===== src/design/assert_macros.svh =====
// ---------------------------------------------------------------------------
// Assertion macros
// Shared concurrent assertion forms, clocked on clock and muted in reset.
// ---------------------------------------------------------------------------
`ifndef ASSERT_MACROS_SVH
`define ASSERT_MACROS_SVH

// Same-cycle implication.
`define LPS_ASSERT_IMPL(label, ante, cons, msg) \
   label: assert property (@(posedge clock) disable iff (reset) (ante) |-> (cons)) \
      else $error(msg);

// Next-cycle implication.
`define LPS_ASSERT_NEXT(label, ante, cons, msg) \
   label: assert property (@(posedge clock) disable iff (reset) (ante) |=> (cons)) \
      else $error(msg);

`endif


===== src/design/lps_pkg.sv =====
// ---------------------------------------------------------------------------
// lps_pkg
// Shared constants and types of the line point stepper.
// ---------------------------------------------------------------------------
`timescale 1ns / 1ps

package lps_pkg;

   // Default coordinate width, signed two's complement.
   localparam int COORD_BITS_DEF = 12;

   // Request kinds carried in the req_type field.
   typedef enum logic {
      REQ_START   = 1'b0,
      REQ_ADVANCE = 1'b1
   } req_kind_type;

endpackage


===== src/design/lps_ifs.sv =====
// ---------------------------------------------------------------------------
// lps_ifs
// Valid/ready channel interfaces for requests and emitted points.
// ---------------------------------------------------------------------------
`timescale 1ns / 1ps

interface lps_req_if #(
   parameter int COORD_BITS = lps_pkg::COORD_BITS_DEF
) ();
   logic                         valid;
   logic                         ready;
   lps_pkg::req_kind_type        req_type;
   logic signed [COORD_BITS-1:0] start_x;
   logic signed [COORD_BITS-1:0] start_y;
   logic signed [COORD_BITS-1:0] end_x;
   logic signed [COORD_BITS-1:0] end_y;

   modport source (output valid, req_type, start_x, start_y, end_x, end_y, input ready);
   modport sink   (input valid, req_type, start_x, start_y, end_x, end_y, output ready);
endinterface

interface lps_rsp_if #(
   parameter int COORD_BITS = lps_pkg::COORD_BITS_DEF
) ();
   logic                         valid;
   logic                         ready;
   logic signed [COORD_BITS-1:0] point_x;
   logic signed [COORD_BITS-1:0] point_y;
   logic                         last_point;

   modport source (output valid, point_x, point_y, last_point, input ready);
   modport sink   (input valid, point_x, point_y, last_point, output ready);
endinterface


===== src/design/line_point_stepper.sv =====
// ---------------------------------------------------------------------------
// line_point_stepper
// Four-connected line rasterizer: one axis moves one pixel per advance.
// ---------------------------------------------------------------------------
//  channel | role    | transfer moves
//  --------+---------+------------------------------------------------------
//  req_ch  | sink    | req_type, start_x, start_y, end_x, end_y
//  rsp_ch  | source  | point_x, point_y, last_point
//
//  Each request passes through the step decision and the state update,
//  which sit between the line state registers and the output register.
//  Throughput is one request per clock while the output side drains.
//  A two-entry output (register plus skid) lets a transfer in while a
//  point waits; req_ch.ready drops only while the skid entry is full.
//  Synchronous reset clears the line state, so advances emit nothing.
// ---------------------------------------------------------------------------
`timescale 1ns / 1ps
`include "assert_macros.svh"

module line_point_stepper #(
   parameter int COORD_BITS = lps_pkg::COORD_BITS_DEF
) (
   input  logic      clock,
   input  logic      reset,
   lps_req_if.sink   req_ch,
   lps_rsp_if.source rsp_ch
);

   localparam int CB = COORD_BITS;

   typedef struct packed {
      logic [CB-1:0] x;
      logic [CB-1:0] y;
      logic          last;
   } pt_type;

   // Line state.
   logic [CB-1:0] cur_col_ff,    cur_col_in;
   logic [CB-1:0] cur_row_ff,    cur_row_in;
   logic [CB-1:0] target_col_ff, target_col_in;
   logic [CB-1:0] target_row_ff, target_row_in;
   logic [CB-1:0] span_col_ff,   span_col_in;
   logic [CB-1:0] span_row_ff,   span_row_in;
   logic          col_dir_neg_ff, col_dir_neg_in;
   logic          row_dir_neg_ff, row_dir_neg_in;
   logic [CB:0]   error_acc_ff,  error_acc_in;

   // Output register and skid entry.
   logic   out_valid_ff,  out_valid_in;
   logic   skid_valid_ff, skid_valid_in;
   pt_type out_ff,  out_in;
   pt_type skid_ff, skid_in;

   logic        accept;
   logic        pop;
   logic        emit;
   logic        push;
   pt_type      new_pt;
   logic [CB:0] dx;
   logic [CB:0] dy;
   logic [CB:0] abs_dx;
   logic [CB:0] abs_dy;
   logic [CB-1:0] col_step;
   logic [CB-1:0] row_step;
   logic [CB:0] span_sum;
   logic        idle_start;

   assign accept = req_ch.valid && req_ch.ready;
   assign pop    = out_valid_ff && rsp_ch.ready;
   assign req_ch.ready = !skid_valid_ff;

   // Signed spans, one bit wider so the difference never wraps.
   assign dx = {req_ch.end_x[CB-1], req_ch.end_x} - {req_ch.start_x[CB-1], req_ch.start_x};
   assign dy = {req_ch.end_y[CB-1], req_ch.end_y} - {req_ch.start_y[CB-1], req_ch.start_y};
   assign abs_dx = dx[CB] ? (~dx + 1'b1) : dx;
   assign abs_dy = dy[CB] ? (~dy + 1'b1) : dy;

   // One pixel toward the target on each axis.
   assign col_step = col_dir_neg_ff ? (cur_col_ff - 1'b1) : (cur_col_ff + 1'b1);
   assign row_step = row_dir_neg_ff ? (cur_row_ff - 1'b1) : (cur_row_ff + 1'b1);

   // Step decision and line state update.
   always_comb begin
      cur_col_in     = cur_col_ff;
      cur_row_in     = cur_row_ff;
      target_col_in  = target_col_ff;
      target_row_in  = target_row_ff;
      span_col_in    = span_col_ff;
      span_row_in    = span_row_ff;
      col_dir_neg_in = col_dir_neg_ff;
      row_dir_neg_in = row_dir_neg_ff;
      error_acc_in   = error_acc_ff;
      emit           = 1'b0;

      if (accept) begin
         case (req_ch.req_type)
            lps_pkg::REQ_START: begin
               // Latch a fresh line; any line in flight is dropped.
               cur_col_in     = req_ch.start_x;
               cur_row_in     = req_ch.start_y;
               target_col_in  = req_ch.end_x;
               target_row_in  = req_ch.end_y;
               span_col_in    = abs_dx[CB-1:0];
               span_row_in    = abs_dy[CB-1:0];
               col_dir_neg_in = dx[CB];
               row_dir_neg_in = dy[CB];
               error_acc_in   = '0;
            end
            lps_pkg::REQ_ADVANCE: begin
               if (cur_row_ff != target_row_ff) begin
                  emit = 1'b1;
                  if (span_col_ff == '0) begin
                     // Vertical line: rows only.
                     cur_row_in = row_step;
                  end else if (error_acc_ff > {1'b0, span_row_ff}) begin
                     cur_col_in   = col_step;
                     error_acc_in = error_acc_ff - {1'b0, span_row_ff};
                  end else begin
                     cur_row_in   = row_step;
                     error_acc_in = error_acc_ff + {1'b0, span_col_ff};
                  end
               end else if (cur_col_ff != target_col_ff) begin
                  // Row done: finish the columns.
                  emit       = 1'b1;
                  cur_col_in = col_step;
               end
            end
            default: begin
               emit = 1'b0;
            end
         endcase
      end
   end

   assign new_pt.x    = cur_col_in;
   assign new_pt.y    = cur_row_in;
   assign new_pt.last = (cur_col_in == target_col_ff) && (cur_row_in == target_row_ff);
   assign push        = emit;

   // Output register plus skid: fill the register first, overflow into skid.
   always_comb begin
      out_valid_in  = out_valid_ff;
      skid_valid_in = skid_valid_ff;
      out_in        = out_ff;
      skid_in       = skid_ff;

      if (skid_valid_ff) begin
         // No push can arrive here; drain skid into the register on pop.
         if (pop) begin
            out_in        = skid_ff;
            skid_valid_in = 1'b0;
         end
      end else if (push) begin
         if (!out_valid_ff || pop) begin
            out_in       = new_pt;
            out_valid_in = 1'b1;
         end else begin
            skid_in       = new_pt;
            skid_valid_in = 1'b1;
         end
      end else if (pop) begin
         out_valid_in = 1'b0;
      end
   end

   always_ff @(posedge clock) begin
      if (reset) begin
         cur_col_ff     <= '0;
         cur_row_ff     <= '0;
         target_col_ff  <= '0;
         target_row_ff  <= '0;
         span_col_ff    <= '0;
         span_row_ff    <= '0;
         col_dir_neg_ff <= 1'b0;
         row_dir_neg_ff <= 1'b0;
         error_acc_ff   <= '0;
         out_valid_ff   <= 1'b0;
         skid_valid_ff  <= 1'b0;
      end else begin
         cur_col_ff     <= cur_col_in;
         cur_row_ff     <= cur_row_in;
         target_col_ff  <= target_col_in;
         target_row_ff  <= target_row_in;
         span_col_ff    <= span_col_in;
         span_row_ff    <= span_row_in;
         col_dir_neg_ff <= col_dir_neg_in;
         row_dir_neg_ff <= row_dir_neg_in;
         error_acc_ff   <= error_acc_in;
         out_valid_ff   <= out_valid_in;
         skid_valid_ff  <= skid_valid_in;
      end
   end

   // Payload needs no reset.
   always_ff @(posedge clock) begin
      out_ff  <= out_in;
      skid_ff <= skid_in;
   end

   assign rsp_ch.valid      = out_valid_ff;
   assign rsp_ch.point_x    = $signed(out_ff.x);
   assign rsp_ch.point_y    = $signed(out_ff.y);
   assign rsp_ch.last_point = out_ff.last;

   // Terms for the checks below.
   assign span_sum   = {1'b0, span_row_ff} + {1'b0, span_col_ff};
   assign idle_start = accept && (req_ch.req_type == lps_pkg::REQ_START) && !out_valid_ff;

   // The skid entry only fills behind a held output register.
   `LPS_ASSERT_IMPL(a_skid_behind_out, skid_valid_ff, out_valid_ff, "skid full with output empty")

   // The error term stays within the sum of both spans.
   `LPS_ASSERT_IMPL(a_error_bounded, 1'b1, error_acc_ff <= span_sum, "error term out of range")

   // A start request never produces a point.
   `LPS_ASSERT_NEXT(a_start_silent, idle_start, !out_valid_ff, "start request emitted a point")

endmodule

===== src/flat_wrapper.sv =====
// flat-port wrapper written by rule: the top's interface ports become plain ports
module line_point_stepper_flat 
#(
   parameter int COORD_BITS = lps_pkg::COORD_BITS_DEF
)
  (clock, reset, req_ch_valid, req_ch_req_type, req_ch_start_x, req_ch_start_y, req_ch_end_x, req_ch_end_y, req_ch_ready, rsp_ch_valid, rsp_ch_point_x, rsp_ch_point_y, rsp_ch_last_point, rsp_ch_ready);
  lps_req_if #(.COORD_BITS(COORD_BITS)) req_ch_i ();
  lps_rsp_if #(.COORD_BITS(COORD_BITS)) rsp_ch_i ();
  input  logic clock;
  input  logic reset;
  input wire logic [$bits(req_ch_i.valid)-1:0] req_ch_valid;
  input wire logic [$bits(req_ch_i.req_type)-1:0] req_ch_req_type;
  input wire logic [$bits(req_ch_i.start_x)-1:0] req_ch_start_x;
  input wire logic [$bits(req_ch_i.start_y)-1:0] req_ch_start_y;
  input wire logic [$bits(req_ch_i.end_x)-1:0] req_ch_end_x;
  input wire logic [$bits(req_ch_i.end_y)-1:0] req_ch_end_y;
  output wire logic [$bits(req_ch_i.ready)-1:0] req_ch_ready;
  output wire logic [$bits(rsp_ch_i.valid)-1:0] rsp_ch_valid;
  output wire logic [$bits(rsp_ch_i.point_x)-1:0] rsp_ch_point_x;
  output wire logic [$bits(rsp_ch_i.point_y)-1:0] rsp_ch_point_y;
  output wire logic [$bits(rsp_ch_i.last_point)-1:0] rsp_ch_last_point;
  input wire logic [$bits(rsp_ch_i.ready)-1:0] rsp_ch_ready;
  assign req_ch_i.valid = req_ch_valid;
  assign req_ch_i.req_type = req_ch_req_type;
  assign req_ch_i.start_x = req_ch_start_x;
  assign req_ch_i.start_y = req_ch_start_y;
  assign req_ch_i.end_x = req_ch_end_x;
  assign req_ch_i.end_y = req_ch_end_y;
  assign req_ch_ready = req_ch_i.ready;
  assign rsp_ch_valid = rsp_ch_i.valid;
  assign rsp_ch_point_x = rsp_ch_i.point_x;
  assign rsp_ch_point_y = rsp_ch_i.point_y;
  assign rsp_ch_last_point = rsp_ch_i.last_point;
  assign rsp_ch_i.ready = rsp_ch_ready;
  line_point_stepper #(.COORD_BITS(COORD_BITS)) u_core (.clock(clock), .reset(reset), .req_ch(req_ch_i), .rsp_ch(rsp_ch_i));
endmodule

===== config.mk =====
export PLATFORM = sky130hd
export DESIGN_NAME = line_point_stepper_flat
export DESIGN_NICKNAME = d
export VERILOG_FILES = /design/src/design/lps_pkg.sv /design/src/design/lps_ifs.sv /design/src/design/line_point_stepper.sv /design/src/flat_wrapper.sv
export VERILOG_INCLUDE_DIRS = /design/src /design/src/design
export SDC_FILE = /design/constraint.sdc
export NUM_CORES = 1
export LEC_CHECK = 0
export ABC_CLOCK_PERIOD_IN_PS = 6300
export BUFFER_PORTS_ARGS = -buffer_cell sky130_fd_sc_hd__buf_2
export CELL_PAD_IN_SITES_DETAIL_PLACEMENT = 1
export CELL_PAD_IN_SITES_GLOBAL_PLACEMENT = 2
export CORE_MARGIN = 5
export CORE_UTILIZATION = 40
export CTS_BUF_LIST = sky130_fd_sc_hd__clkbuf_16
export DETAILED_ROUTE_END_ITERATION = 16
export PLACE_DENSITY_LB_ADDON = 0.1
export SLEW_MARGIN = 40
export SYNTH_ARGS = -nofsm -noshare
export SYNTH_HDL_FRONTEND = slang
export SYNTH_SLANG_ARGS = --single-unit

===== constraint.sdc =====
create_clock -name clock -period 6.3 [get_ports clock]
set_input_delay 0.315 -clock clock [delete_from_list [all_inputs] [get_ports clock]]
set_output_delay 0.315 -clock clock [all_outputs]
set_load 0.05 [all_outputs]

# Yosys cells after proc, flatten, opt, wreduce, memory -nomap -nowiden
# Index checks and enable logic that the tools add are counted.
# totals
reg_bits,139
in_bits,53
elab_cells,90
out_inout_bits,27
# op_classes
n_eq_ne,8
n_addsub,10
n_bitwise,5
reduce_logical,15
order_cmp,1
muxes,34
# ops
operator,count
12-bit 2-to-1 mux,13
25-bit 2-to-1 mux,4
12-bit by 1-bit adder with 12-bit output (second input constant),4
12-bit one-hot mux with 2 select lines,2
13-bit 2-to-1 mux,3
13-bit one-hot mux with 2 select lines,1
12-bit by 12-bit subtractor with 13-bit output,2
12-bit equality test,2
12-bit inequality test,2
12-bit NOT,2
12-bit by 1-bit subtractor with 12-bit output (second input constant),2
13-bit by 12-bit adder with 13-bit output,1
13-bit by 12-bit greater-than comparator with 1-bit output,1
13-bit by 12-bit subtractor with 13-bit output,1
12-bit logical NOT,1
3-bit AND reduction,4
1-bit 2-to-1 mux,11
2-bit inequality test (second input constant),3
2-bit nonzero test,3
1-bit logical AND,3
1-bit NOT,3
1-bit logical NOT,2
2-bit by 1-bit inequality test with 1-bit output (second input constant),1
2-bit AND reduction,1
1-bit logical OR,1

# Longest topological paths before layout
# logic_depth
depth_word,12
ltp_mapped,16
mapped_depth_nobuf,14

# Worst setup path after synthesis
# OpenSTA, ideal clock, no wires.
# synth_path
path_kind,register -> register
start,reg u_core.cur_row_ff[0]
end,reg u_core.skid_ff[0] in the netlist's numbering (enable)
slack_ns,2.586
stages_incl_launch_ff,9
period_less_slack_ns,3.714
arrival_time_ns,3.270
required_ns,5.856
path_cell_list,dfxtp_1 > buf_2 > xnor2_1 > and4_1 > and3_1 > buf_2 > nand2_1 > nand2_1 > nor3b_1
# synth_via
elab_chain_cells,5
# synth_lines
element,line,rtl
"start, declared",line_point_stepper.sv:39,"logic [CB-1:0] cur_row_ff, cur_row_in;"
"start signal, assigned",line_point_stepper.sv:181,cur_row_ff <= cur_row_in;
12-bit inequality test,line_point_stepper.sv:110,if (cur_row_ff != target_row_ff) begin
1-bit 2-to-1 mux,line_point_stepper.sv:110,
1-bit 2-to-1 mux,line_point_stepper.sv:96,case (req_ch.req_type)
1-bit 2-to-1 mux,line_point_stepper.sv:95,if (accept) begin
3-bit AND reduction (no source line),n/a,
"end signal, assigned",line_point_stepper.sv:197,skid_ff <= skid_in;
"end, declared",line_point_stepper.sv:52,"pt_type skid_ff, skid_in;"
# Every way passes these cells.
# A chain may end at the register's enable or synchronous reset.

==> impl_metrics.tcl <==
set metrics [dict create \
    rows 59 \
    share_of_the_synthesized_area_in_compound_gates_ao_oa_aoi_oai_pct 24.0 \
    layout_common_cells "149 x sky130_fd_sc_hd__nand2_1, 108 x sky130_fd_sc_hd__nor2_1, 89 x sky130_fd_sc_hd__a21oi_1, 89 x sky130_fd_sc_hd__dfxtp_1, 87 x sky130_fd_sc_hd__inv_1" \
    grt_overflow_total 0 \
    post_cts_hold_buffer_count 0 \
    design.core.area_mm2 0.0260 \
    grt_pass1_vias 9995 \
    critical_path.reg2reg.endpoint "u_core.rsp_ch.last_point" \
    grt_usage_pct 24.5 \
    yosys_warnings 0 \
    fin_nets 1470 \
    timing.max_slew.rel_slack_pct 32.6 \
    hold_viol 0 \
    totalWireLength_um 36500 \
    port_buffers 79 \
    clock_sink_count 139 \
    finish.utilization_pct 45.4 \
    number_of_buffers_between_clock_root_and_the_deepest_sink 2 \
    r2r-start "u_core.cur_row_ff[7]" \
    timing.final.ws_setup_ns 1.67 \
    initial_core_util_pct 40.4 \
    timing.hold.worst.start "req_ch_end_x[6]" \
    slew_violations 0 \
    final_common_cell "sky130_fd_sc_hd__nand2_1" \
    unrepaired_setup_endpoints_after_global_routing "false" \
    report.final.setup_viol 0 \
    cts.clk_slew.worst_paths_ns 0.07 \
    fp.dieArea_mm2 0.0296 \
    status "completed" \
    synth_sequential_area_ratio_pct 31.3 \
    clock_skew_ns 0.0105 \
    setup.worst_path.start_class "flop" \
    via_count 9948 \
    post_synth.cell_area_avg_um2 8.15 \
    tritoncts "built" \
    routabilityCongestion 0.910 \
    area_added_between_synthesis_and_finish_pct 12.5 \
    endpoint_kind_of_the_worst_setup_timing_path "flop" \
    avgViaCountPerCell 5.89 \
    post-route-cell-area_mm2 0.0118 \
    synthCells 1289 \
    place_ws_ns 1.78 \
    routed_wire_length_per_instance_um 21.6 \
    period_needed_ns 4.63 \
    synth-xor-area-share_pct 7.01 \
    holdCritPathClass "in2reg" \
    synth.ff_latch_count 139 \
    initialDrtViolationCount 775 \
    clock_tree.htree_level_count 4 \
    grt_first_pass_wirelength_um 56700 \
    yosys.area_share.simple_pct 21.2 \
    post_dp_cell_area_mm2 0.0112 \
    cts.root.buffer_cell "sky130_fd_sc_hd__clkbuf_16" \
    prevailing_post_synth_register_cell "sky130_fd_sc_hd__dfxtp_1" \
    num_io_pins 80 \
    synth_enable_flop_cells 50 \
    synth.cell_area_mm2 0.0105 \
    firstDrtPassIters 5 \
    asyncSetResetFlopFracSynth_pct 0 \
    worst_ep_required_time_ns 6.54 \
    synth_adder_area_share_pct 9.49 \
    type_of_the_setup_path_with_the_least_slack "reg2reg" \
    timing.hold.worst_path_depth 3 \
    drt.antenna.violating_nets 0 \
    cts_made_buffers 17 \
    powerDensity_mw_per_mm2 325 \
    max_clock_freq_mhz 216 \
    post_route_cells_drive_above_1_share_pct 11.8 \
    post_synth_num_cell_types 85 \
    die_width_um 172 \
    worst_pin_slew_ns 0.985 \
    final.period_utilization_pct 73.6 \
    fin_worst_hold_slack_ns 0.144 \
    synth.mux.area_fraction_pct 1.85 \
    dp_cells 1657 \
    grt_start_max_net_pins 70 \
    synth_top_family_by_area "compound AO/OA/AOI/OAI gates" \
    setup_tns_ns 0 \
    critPathMaxFanout 24 \
    worstPathArrival_ns 4.88 \
    clk-insertion-delay-late_ns 0.43 \
    r2r_setup_slack_ns 1.67 \
    antenna_cells 0 \
    cellLeakagePower_nw 4.87 \
    cap_violations 0 \
    finish.cell_count_without_fillers 1689 \
    postCtsSetupRepairBufs 0 \
    cts-resized-gates 0 \
    worst_ir_drop_vdd_v 0.000143 \
    min_to "u_core.target_col_ff[6]" \
    syn_nets 1418 \
    hpwl_um 28000 \
    worst_r2r_path_depth 9 \
    totalPowerFinal_mw 3.84 \
    route.detailed.drc 0 \
    die_y_um 172 \
    antenna_found_initial 0 \
]
-- critical path: stages (launching register included) --
cell and delay, ns:
sky130_fd_sc_hd__dfxtp_1 0.61, sky130_fd_sc_hd__xor2_1 0.12, sky130_fd_sc_hd__nor4_1 0.53, sky130_fd_sc_hd__nand3_2 0.66
sky130_fd_sc_hd__a2111oi_0 1.04, sky130_fd_sc_hd__a221o_1 0.33, sky130_fd_sc_hd__xor2_1 0.26, sky130_fd_sc_hd__o211ai_1 0.15
sky130_fd_sc_hd__or4_4 0.52, sky130_fd_sc_hd__o41ai_2 0.22
-- worst max path at each step --
stage / start / to / slack, ns / cells after the start
after CTS: u_core.target_row_ff[11] / u_core.rsp_ch.last_point / 1.79 / 9
after floorplan: u_core.cur_row_ff[0] / u_core.skid_ff[0] / 2.59 / 8
after detailed placement: u_core.target_row_ff[11] / u_core.rsp_ch.last_point / 1.78 / 9
after global placement: u_core.target_row_ff[11] / u_core.rsp_ch.last_point / 1.56 / 9
final: u_core.cur_row_ff[7] / u_core.rsp_ch.last_point / 1.67 / 9
after global routing: u_core.span_row_ff[9] / u_core.rsp_ch.last_point / 1.52 / 12
-- cells in the mapped netlist, types with 5 or more instances --
library cell                count  area [um^2]
sky130_fd_sc_hd__a2bb2oi_1      5         43.8
sky130_fd_sc_hd__nand3_1       25          125
sky130_fd_sc_hd__edfxtp_1      50         1500
sky130_fd_sc_hd__nand4_1       11         68.8
sky130_fd_sc_hd__clkbuf_1      43          161
sky130_fd_sc_hd__nor4_1        14         87.6
sky130_fd_sc_hd__a211o_1        7         61.3
sky130_fd_sc_hd__a211oi_1      34          255
sky130_fd_sc_hd__or2_2          7         43.8
sky130_fd_sc_hd__o22ai_1       11         68.8
sky130_fd_sc_hd__a21o_1        23          173
sky130_fd_sc_hd__o21a_1        11         82.6
sky130_fd_sc_hd__a221oi_1       7         61.3
sky130_fd_sc_hd__ha_1          70          876
sky130_fd_sc_hd__nand2_1      149          559
sky130_fd_sc_hd__nand2b_1       9         56.3
sky130_fd_sc_hd__and2_1         5         31.3
sky130_fd_sc_hd__a31oi_1       10         62.6
sky130_fd_sc_hd__or3_1         19          119
sky130_fd_sc_hd__o21ai_0       74          370
sky130_fd_sc_hd__a2111oi_0     10         87.6
sky130_fd_sc_hd__nor2_1       109          409
sky130_fd_sc_hd__a21oi_1       89          445
sky130_fd_sc_hd__nor3_1        32          160
sky130_fd_sc_hd__a311oi_1      11         96.3
sky130_fd_sc_hd__nor2b_1       24          150
sky130_fd_sc_hd__buf_1          5         18.8
sky130_fd_sc_hd__a22oi_1       14          105
sky130_fd_sc_hd__nand3b_1       5         37.5
sky130_fd_sc_hd__xor2_1        34          298
sky130_fd_sc_hd__a21boi_0       5         37.5
sky130_fd_sc_hd__nor3b_1       10         75.1
sky130_fd_sc_hd__dfxtp_1       89         1780
sky130_fd_sc_hd__mux2i_1        7         70.1
sky130_fd_sc_hd__o211ai_1      14          105
sky130_fd_sc_hd__nor4bb_1       6         60.1
sky130_fd_sc_hd__fa_1           6          120
sky130_fd_sc_hd__xnor2_1       50          438
sky130_fd_sc_hd__inv_1         86          323
sky130_fd_sc_hd__o21bai_1       5         37.5
sky130_fd_sc_hd__mux2_2        11          124
sky130_fd_sc_hd__o31ai_1        6         45.0
sky130_fd_sc_hd__and3_1        14         87.6
sky130_fd_sc_hd__buf_2          5         25.0
-- layout make-up --
type	count	area (um^2)
fillers	3206	14200
multi-input cells	1008	6720
flip-flops and latches	139	3280
repair buffers	89	470
clock buffers	17	425
well taps	335	419
inverters	86	323
clock inverters	15	165
-- metal layers --
layer  global-route usage [%]  routed length [um]
met4                     5.71                 581
met2                     40.0               16800
met1                     34.6               17500
met3                     3.41                1660
met5                        0                   0
-- flip-flops by register name, indices dropped and copies added (netlist names) --
signal,cells
u_core.cur_row_ff,12
u_core.col_dir_neg_ff,1
u_core.skid_ff,25
u_core.cur_col_ff,12
u_core.error_acc_ff,13
u_core.span_row_ff,12
u_core.skid_valid_ff,1
u_core.target_col_ff,12
u_core.rsp_ch.point_y,12
u_core.span_col_ff,12
u_core.rsp_ch.point_x,12
u_core.rsp_ch.valid,1
u_core.target_row_ff,12
u_core.rsp_ch.last_point,1
u_core.row_dir_neg_ff,1
-- logic make-up (layout without fill, tap and decap cells) --
| family | count (synthesis) | count (layout) |
|---|---|---|
| and+or+nand+nor | 455 | 455 |
| buffers and inverters | 142 | 207 |
| xor gates and xnor gates | 84 | 84 |
| DFF | 139 | 139 |
| muxes | 18 | 18 |
| AOI/OAI and AO/OA | 375 | 375 |
| adders and majority gates | 76 | 76 |
-- where the power goes --
part           leakage [nW]  total [mW]  internal, mW  switching, mW
clock                 0.283        1.03         0.590          0.442
sequential             1.19        1.15          1.04          0.107
combinational          3.39        1.66         0.584           1.07
Power figures use the tool's default switching activity.
